## config.mk

```make
export PLATFORM = sky130hd
export DESIGN_NAME = ordered_list_engine
export DESIGN_NICKNAME = d
export VERILOG_FILES = /design/src/rtl/core/olist_pkg.sv /design/src/rtl/core/olist_ram.sv /design/src/rtl/core/olist_seq.sv /design/src/rtl/core/ordered_list_engine.sv
export SDC_FILE = /design/constraint.sdc
export NUM_CORES = 1
export LEC_CHECK = 0
export BUFFER_PORTS_ARGS = -buffer_cell sky130_fd_sc_hd__buf_2
export CORE_AREA = 2 2 295 297
export DETAILED_ROUTE_END_ITERATION = 6
export DIE_AREA = 0 0 297 299
export SLEW_MARGIN = 20
export SYNTH_ARGS = -nofsm -noshare
export SYNTH_HDL_FRONTEND = slang
export SYNTH_SLANG_ARGS = --single-unit
```

## constraint.sdc

```tcl
create_clock -name i_clk -period 6.4 [get_ports i_clk]
set_input_delay 0.64 -clock i_clk [delete_from_list [all_inputs] [get_ports i_clk]]
set_output_delay 0.64 -clock i_clk [all_outputs]
set_load 0.005 [all_outputs]
```

## src/rtl/core/olist_pkg.sv

```systemverilog
package olist_pkg;

    localparam int CAPACITY = 16;

    // pointer into the entry store, and a count that can hold CAPACITY itself
    localparam int PTR_W   = (CAPACITY > 1) ? $clog2(CAPACITY) : 1;
    localparam int CNT_W   = $clog2(CAPACITY + 1);
    localparam int COUNT_W = 5;
    localparam int VALUE_W = 32;

    // operation codes
    localparam logic [1:0] KIND_FRONT  = 2'd0;
    localparam logic [1:0] KIND_BACK   = 2'd1;
    localparam logic [1:0] KIND_DELETE = 2'd2;
    localparam logic [1:0] KIND_SEARCH = 2'd3;

    // status codes
    localparam logic [1:0] ST_OK       = 2'd0;
    localparam logic [1:0] ST_NOTFOUND = 2'd1;
    localparam logic [1:0] ST_FULL     = 2'd2;

    typedef struct packed {
        logic [1:0]                kind;
        logic signed [VALUE_W-1:0] value;
    } t_in_beat;

    typedef struct packed {
        logic [1:0]         status;
        logic [COUNT_W-1:0] entry_count;
    } t_out_beat;

    typedef struct packed {
        logic       valid;
        t_out_beat  beat;
    } t_seq_result;

    typedef struct packed {
        logic               en;
        logic [PTR_W-1:0]   addr;
        logic [VALUE_W-1:0] data;
    } t_ram_wr;

    typedef struct packed {
        logic             en;
        logic [PTR_W-1:0] addr;
    } t_ram_rd;

    // circular add of a logical offset to a physical slot
    function automatic logic [PTR_W-1:0] wrap_add(input logic [PTR_W-1:0] a,
                                                  input logic [CNT_W-1:0] b);
        logic [CNT_W:0] sum;
        sum = (CNT_W+1)'(a) + (CNT_W+1)'(b);
        if (sum >= (CNT_W+1)'(CAPACITY)) begin
            sum = sum - (CNT_W+1)'(CAPACITY);
        end
        return PTR_W'(sum);
    endfunction

    function automatic logic [PTR_W-1:0] ptr_inc(input logic [PTR_W-1:0] a);
        logic [PTR_W-1:0] r;
        if (a == PTR_W'(CAPACITY - 1)) begin
            r = '0;
        end else begin
            r = a + 1'b1;
        end
        return r;
    endfunction

    function automatic logic [PTR_W-1:0] ptr_dec(input logic [PTR_W-1:0] a);
        logic [PTR_W-1:0] r;
        if (a == '0) begin
            r = PTR_W'(CAPACITY - 1);
        end else begin
            r = a - 1'b1;
        end
        return r;
    endfunction

endpackage

```

## src/rtl/core/olist_ram.sv

```systemverilog
module olist_ram
    import olist_pkg::*;
(
    input  logic               i_clk,
    input  t_ram_wr            i_wr,
    input  t_ram_rd            i_rd,
    output logic [VALUE_W-1:0] o_rd_data
);

    logic [VALUE_W-1:0] r_mem [CAPACITY];
    logic [VALUE_W-1:0] r_rd_data;

    always_ff @(posedge i_clk) begin
        if (i_wr.en) begin
            r_mem[i_wr.addr] <= i_wr.data;
        end
    end

    always_ff @(posedge i_clk) begin
        if (i_rd.en) begin
            r_rd_data <= r_mem[i_rd.addr];
        end
    end

    assign o_rd_data = r_rd_data;

endmodule

```

## src/rtl/core/olist_seq.sv

```systemverilog
module olist_seq
    import olist_pkg::*;
(
    input  logic               i_clk,
    input  logic               i_rst_n,
    input  logic               i_req_valid,
    input  t_in_beat           i_req,
    output logic               o_req_ready,
    output t_seq_result        o_result,
    input  logic               i_take,
    output t_ram_wr            o_wr,
    output t_ram_rd            o_rd,
    input  logic [VALUE_W-1:0] i_rd_data
);

    localparam logic [1:0] S_IDLE  = 2'd0;
    localparam logic [1:0] S_SCAN  = 2'd1;
    localparam logic [1:0] S_SHIFT = 2'd2;
    localparam logic [1:0] S_DONE  = 2'd3;

    logic [1:0]         r_state, n_state;
    logic [PTR_W-1:0]   r_head, n_head;
    logic [CNT_W-1:0]   r_count, n_count;
    logic [CNT_W-1:0]   r_idx, n_idx;
    logic [PTR_W-1:0]   r_addr, n_addr;
    logic [PTR_W-1:0]   r_prev, n_prev;
    logic [1:0]         r_kind, n_kind;
    logic [VALUE_W-1:0] r_value, n_value;
    logic [1:0]         r_status, n_status;

    logic hit;
    logic last;
    logic full;

    assign hit  = (i_rd_data == r_value);
    assign last = (r_idx == CNT_W'(r_count - 1'b1));
    assign full = (r_count == CNT_W'(CAPACITY));

    assign o_req_ready          = (r_state == S_IDLE);
    assign o_result.valid       = (r_state == S_DONE);
    assign o_result.beat.status = r_status;
    assign o_result.beat.entry_count = COUNT_W'(r_count);

    always_comb begin
        n_state  = r_state;
        n_head   = r_head;
        n_count  = r_count;
        n_idx    = r_idx;
        n_addr   = r_addr;
        n_prev   = r_prev;
        n_kind   = r_kind;
        n_value  = r_value;
        n_status = r_status;
        o_wr     = '0;
        o_rd     = '0;
        case (r_state)
            S_IDLE: begin
                if (i_req_valid) begin
                    n_kind  = i_req.kind;
                    n_value = $unsigned(i_req.value);
                    case (i_req.kind)
                        KIND_FRONT, KIND_BACK: begin
                            n_state = S_DONE;
                            if (full) begin
                                n_status = ST_FULL;
                            end else begin
                                n_status  = ST_OK;
                                n_count   = r_count + 1'b1;
                                o_wr.en   = 1'b1;
                                o_wr.data = $unsigned(i_req.value);
                                if (i_req.kind == KIND_FRONT) begin
                                    n_head    = ptr_dec(r_head);
                                    o_wr.addr = ptr_dec(r_head);
                                end else begin
                                    o_wr.addr = wrap_add(r_head, r_count);
                                end
                            end
                        end
                        default: begin
                            if (r_count == '0) begin
                                n_status = ST_NOTFOUND;
                                n_state  = S_DONE;
                            end else begin
                                o_rd.en   = 1'b1;
                                o_rd.addr = r_head;
                                n_addr    = r_head;
                                n_idx     = '0;
                                n_state   = S_SCAN;
                            end
                        end
                    endcase
                end
            end
            S_SCAN: begin
                if (hit && (r_kind == KIND_SEARCH)) begin
                    n_status = ST_OK;
                    n_state  = S_DONE;
                end else if (hit && last) begin
                    n_status = ST_OK;
                    n_count  = r_count - 1'b1;
                    n_state  = S_DONE;
                end else if (!hit && last) begin
                    n_status = ST_NOTFOUND;
                    n_state  = S_DONE;
                end else begin
                    // fetch the next entry; a delete hit moves on to closing up
                    o_rd.en   = 1'b1;
                    o_rd.addr = ptr_inc(r_addr);
                    n_prev    = r_addr;
                    n_addr    = ptr_inc(r_addr);
                    n_idx     = r_idx + 1'b1;
                    if (hit) begin
                        n_state = S_SHIFT;
                    end
                end
            end
            S_SHIFT: begin
                o_wr.en   = 1'b1;
                o_wr.addr = r_prev;
                o_wr.data = i_rd_data;
                if (last) begin
                    n_status = ST_OK;
                    n_count  = r_count - 1'b1;
                    n_state  = S_DONE;
                end else begin
                    o_rd.en   = 1'b1;
                    o_rd.addr = ptr_inc(r_addr);
                    n_prev    = r_addr;
                    n_addr    = ptr_inc(r_addr);
                    n_idx     = r_idx + 1'b1;
                end
            end
            default: begin
                if (i_take) begin
                    n_state = S_IDLE;
                end
            end
        endcase
    end

    always_ff @(posedge i_clk) begin
        if (!i_rst_n) begin
            r_state <= S_IDLE;
            r_head  <= '0;
            r_count <= '0;
        end else begin
            r_state <= n_state;
            r_head  <= n_head;
            r_count <= n_count;
        end
    end

    always_ff @(posedge i_clk) begin
        r_idx    <= n_idx;
        r_addr   <= n_addr;
        r_prev   <= n_prev;
        r_kind   <= n_kind;
        r_value  <= n_value;
        r_status <= n_status;
    end

`ifndef SYNTHESIS
    a_count_bound: assert property (@(posedge i_clk) disable iff (!i_rst_n)
        r_count <= CNT_W'(CAPACITY))
        else $error("entry count above capacity");

    a_shift_idx: assert property (@(posedge i_clk) disable iff (!i_rst_n)
        (r_state == S_SHIFT) |-> (r_idx != '0) && (r_kind == KIND_DELETE))
        else $error("close-up pass without a deleted slot");

    a_insert_grows: assert property (@(posedge i_clk) disable iff (!i_rst_n)
        (i_req_valid && o_req_ready && !full &&
         (i_req.kind == KIND_FRONT || i_req.kind == KIND_BACK))
        |=> (r_count == $past(r_count) + 1'b1) && (r_status == ST_OK))
        else $error("insert did not add an entry");

    a_search_keeps: assert property (@(posedge i_clk) disable iff (!i_rst_n)
        ((r_state == S_SCAN) && (r_kind == KIND_SEARCH)) |=> $stable(r_count))
        else $error("search changed the entry count");
`endif

endmodule

```

## src/rtl/core/ordered_list_engine.sv

```systemverilog
// channel  direction  beat        handshake
// in       input      t_in_beat   i_in_valid / o_in_ready
// out      output     t_out_beat  o_out_valid / i_out_ready
//
// one item at a time; o_in_ready is high only while the sequencer is idle
// inserts finish without a walk; delete and search walk the entry store
//   through its single registered read port
// delete closes up the list in the same walk, one entry moved per cycle
// reset (synchronous, active low) empties the list; the store itself is not cleared
// an output register holds a finished result, so a stalled consumer does not
//   block the next accepted item until the following result is ready
module ordered_list_engine
    import olist_pkg::*;
(
    input  logic      i_clk,
    input  logic      i_rst_n,
    input  logic      i_in_valid,
    output logic      o_in_ready,
    input  t_in_beat  i_in_data,
    output logic      o_out_valid,
    input  logic      i_out_ready,
    output t_out_beat o_out_data
);

    t_seq_result        seq_result;
    t_ram_wr            ram_wr;
    t_ram_rd            ram_rd;
    logic [VALUE_W-1:0] ram_rd_data;
    logic               take;

    logic      r_out_valid;
    t_out_beat r_out_data;

    // entry store, kept as a circular buffer: head pointer plus count
    olist_ram u_ram (
        .i_clk     (i_clk),
        .i_wr      (ram_wr),
        .i_rd      (ram_rd),
        .o_rd_data (ram_rd_data)
    );

    // sequencer with the shared compare unit that walks the list
    olist_seq u_seq (
        .i_clk       (i_clk),
        .i_rst_n     (i_rst_n),
        .i_req_valid (i_in_valid),
        .i_req       (i_in_data),
        .o_req_ready (o_in_ready),
        .o_result    (seq_result),
        .i_take      (take),
        .o_wr        (ram_wr),
        .o_rd        (ram_rd),
        .i_rd_data   (ram_rd_data)
    );

    // result moves into the output register when it is empty or being drained
    assign take = seq_result.valid && (!r_out_valid || i_out_ready);

    always_ff @(posedge i_clk) begin
        if (!i_rst_n) begin
            r_out_valid <= 1'b0;
        end else if (take) begin
            r_out_valid <= 1'b1;
        end else if (i_out_ready) begin
            r_out_valid <= 1'b0;
        end
    end

    always_ff @(posedge i_clk) begin
        if (take) begin
            r_out_data <= seq_result.beat;
        end
    end

    assign o_out_valid = r_out_valid;
    assign o_out_data  = r_out_data;

endmodule
```

==> results.cfg <==
[sta]
rsz0062_at_grt = false
fin_crit_sh = 0.768
timing.fmax_mhz = 203
slew_viol_final = 0
setup_violations = 0
period_needed_ps = 4910
skew_ps = 22.4
hold_viol = 0
tns_ps = 0
worstMarginPinSlew_ps = 1380
slew_headroom = 0.0707
worst_slack_ps = 1490

[power_and_ir_drop]
power.internal_uw = 9720
p_clk_frac = 0.243
seqPwrFrac = 0.380
power_uw = 15000
p_sw_uw = 5320
leakage_uw = 0.0101
p_per_area_nw_per_um2 = 517
switching_share = 0.354
comb_power_share = 0.377
vdd_drop_max_v = 0.000580

[floorplanning]
core_area_um2 = 85900
rows = 108
die_w_um = 297
dieHeight_um = 299
initial_core_util = 0.296
ioPinCount = 47
fp.dieArea_um2 = 88800

[route]
num_vias = 14800
drc = 0
drtIter0Drc = 1426
routed_via_density = 5.29
wl_per_cell_um = 23.6
drt.antenna.violating_nets = 0
dr.pass1.iters = 5
routed_wl_mm = 65.9

[cts]
cts_setup_buffers = 0
cts_hold_buffers = 0
clkLatencyLatePin_ps = 630
cts_buffers = 59
htreeDepth = 2
clock_path_buffers = 3
cts_tree = built
cts_num_sinks = 612
cts_root_buf = clkbuf_16
clk_pin_slew_ps = 60
cts-resized-gates = 0

[placed_design]
place_congestion = 0.787
portBuffers = 46
post-dp-hpwl_mm = 36.0
placed_area_um2 = 27100
dp_cells = 2692
place_ws_ps = 1780

[logic_synthesis]
synth-main-ff-cell = edfxtp_1
synth.distinct_cells = 58
syn-num-nets = 1623
postSynthAreaPerCell_um2 = 16.2
synth-edff-count = 600
synth_area_um2 = 25400
async_flop_share = 0
yosysSeqAreaShare = 0.718
postSynthCellCount = 1571
yosys_warnings = 0
ys_ff_latch = 612

[global_route]
grt_usage = 0.145
grt_start_max_net_pins = 79
antenna_found_initial = 2
overflow = 0
grt_pass1_vias = 14700
grt_first_pass_wirelength_mm = 97.0

[layout]
areaGrowthSynthToFinish_pct = 14.5
diodes = 0
drive_gt1_frac = 0.129
finalNetCount = 1650
final_cells = 2799
final_area_um2 = 29100
n_fill_cell = 8277

[worst_setup_path]
crit_path_start_kind = flip-flop
r2r_end = u_ram.o_rd_data[24]$_DFFE_PP_
critPathMaxStageDelay_ps = 1150
required_ps = 6860
crit_chain = xor2_1 -> nor4_1 -> nand4_1 -> o21a_1 -> a221oi_2 -> nand4bb_4 -> buf_4 -> o221ai_1 -> o22ai_1
slowest_stage = nor4_1
rrSetupSlack_ps = 1490
r2r_cells = 9
critPathArrivalTime_ps = 5370
r2r-start = u_ram.o_rd_data[16]$_DFFE_PP_
crit_type = reg2reg
worstSetupStartpoint = u_ram.o_rd_data[16]$_DFFE_PP_
path_max_fanout = 28
cp-end-kind = flip-flop

[hold_path]
hp-class = in2reg
hp-start = i_in_data[3]
whs_path_depth = 1
min_to = u_seq.r_value[3]$_DFFE_PP_

[outcome]
outcome = complete, no violations

[job]
drv_cap = 0
-- cell families (layout without fill, tap and decap cells) --
group                      count (synthesis)  count (layout)  share of synthesized area
AOI/OAI and AO/OA                        400             400                      0.129
DFF                                      612             612                      0.718
buffers and inverters                    136             209                     0.0260
and+or+nand+nor                          230             230                     0.0515
adders and majority gates                 14              14                    0.00719
xor gates and xnor gates                  49              49                     0.0169
muxes                                    130             130                     0.0512
-- how the worst max path moves through the flow --
| stage | endpoint | slack (ps) | depth (start not counted) |
|---|---|---|---|
| global placement | u_ram.o_rd_data[20]$_DFFE_PP_ | 1970 | 9 |
| floorplan | u_ram.r_mem[0][0]$_DFFE_PP_ | 2250 | 10 |
| finish | u_ram.o_rd_data[24]$_DFFE_PP_ | 1490 | 9 |
| global route | u_ram.o_rd_data[24]$_DFFE_PP_ | 1470 | 9 |
| CTS | u_ram.o_rd_data[24]$_DFFE_PP_ | 1750 | 9 |
| detailed placement | u_ram.o_rd_data[21]$_DFFE_PP_ | 1780 | 9 |
-- metrics by stage --
step	util	hold WS [ps]
floorplan	-	400
global placement	0.315	412
detailed placement	0.315	424
CTS	0.339	178
global route	0.339	198
finish	0.339	209
-- sequential cells by signal, summed over array words and instances (netlist names), 4 cells and up --
register,count
u_seq.r_count,5
o_out_data,7
u_seq.r_value,32
u_seq.r_addr,4
u_ram.o_rd_data,32
u_ram.r_mem,512
u_seq.r_head,4
u_seq.r_prev,4
u_seq.r_idx,5
-- power by group through the flow --
stage	combinational, uW	sequential [uW]	clock [uW]
after global placement	5590	5780	0
after global routing	6110	5770	3870
after detailed placement	5650	5800	0
final	5670	5720	3660
after floorplan	4050	5710	0
after CTS	5680	5720	3710
-- layout make-up --
class / instances / area (um2) / area share
inverters: 14 / 52.6 / 0.00181
clock inverters: 38 / 500 / 0.0172
repair buffers: 88 / 608 / 0.0209
flip-flops and latches: 612 / 18300 / 0.627
multi-input cells: 823 / 6730 / 0.231
well taps: 1155 / 1450 / 0.0497
clock buffers: 69 / 1510 / 0.0520
-- cells in the mapped netlist (20+ instances only) --
| cell | number | share of area |
|---|---|---|
| a21oi_1 | 20 | 0.0039 |
| a22o_1 | 100 | 0.034 |
| buf_2 | 28 | 0.0055 |
| clkbuf_1 | 75 | 0.011 |
| edfxtp_1 | 600 | 0.71 |
| mux2i_1 | 129 | 0.051 |
| nand2_1 | 27 | 0.0040 |
| nor2_1 | 30 | 0.0044 |
| o221ai_1 | 64 | 0.022 |
| o22ai_1 | 33 | 0.0081 |
| o31a_1 | 129 | 0.044 |
| or3_1 | 131 | 0.032 |
| xor2_1 | 40 | 0.014 |
-- worst max-delay path, delay by kind of cell (launching register included) --
family                    cells  cell delay (ps)
AOI/OAI and AO/OA             4             1340
xor gates and xnor gates      1              200
buffers and inverters         1              440
DFF                           1              470
and+or+nand+nor               3             2260
-- per-layer routing --
metal / track usage / routed length, um / vias to the layer above
met4: 0.0405 / 1280 / 0
met2: 0.222 / 29600 / 636
met5: 0 / 0 / -
li1: - / - / 6462
met1: 0.208 / 29600 / 7627
met3: 0.0297 / 5430 / 86
-- placed cells by master, fill, tap and decap left out, drive strengths merged, types with 2 or more instances in the layout --
cell type  netlist  layout
xor2            40      40
buf             47      88
edfxtp         600     600
a21boi           6       6
clkinv           0      19
o21ai           15      15
ha              13      13
nor3             4       4
nand4            2       2
o211a            3       3
o21bai           2       2
nand2           27      27
a22o           100     100
nand2b           2       2
o211ai           4       4
or3            131     131
a22oi            4       4
nor4             8       8
and2            10      10
bufinv           0      11
clkbuf          75      69
inv             14      17
a2111oi          2       2
clkinvlp         0       5
mux2i          129     129
nor2            30      30
o221ai          64      64
a31oi            3       3
nor2b            6       6
o31a           129     129
a221oi           2       2
a21oi           20      20
a21o             6       6
dfxtp           12      12
nand3            4       4
o22ai           33      33
xnor2            9       9
Power figures use the tool's default switching activity.
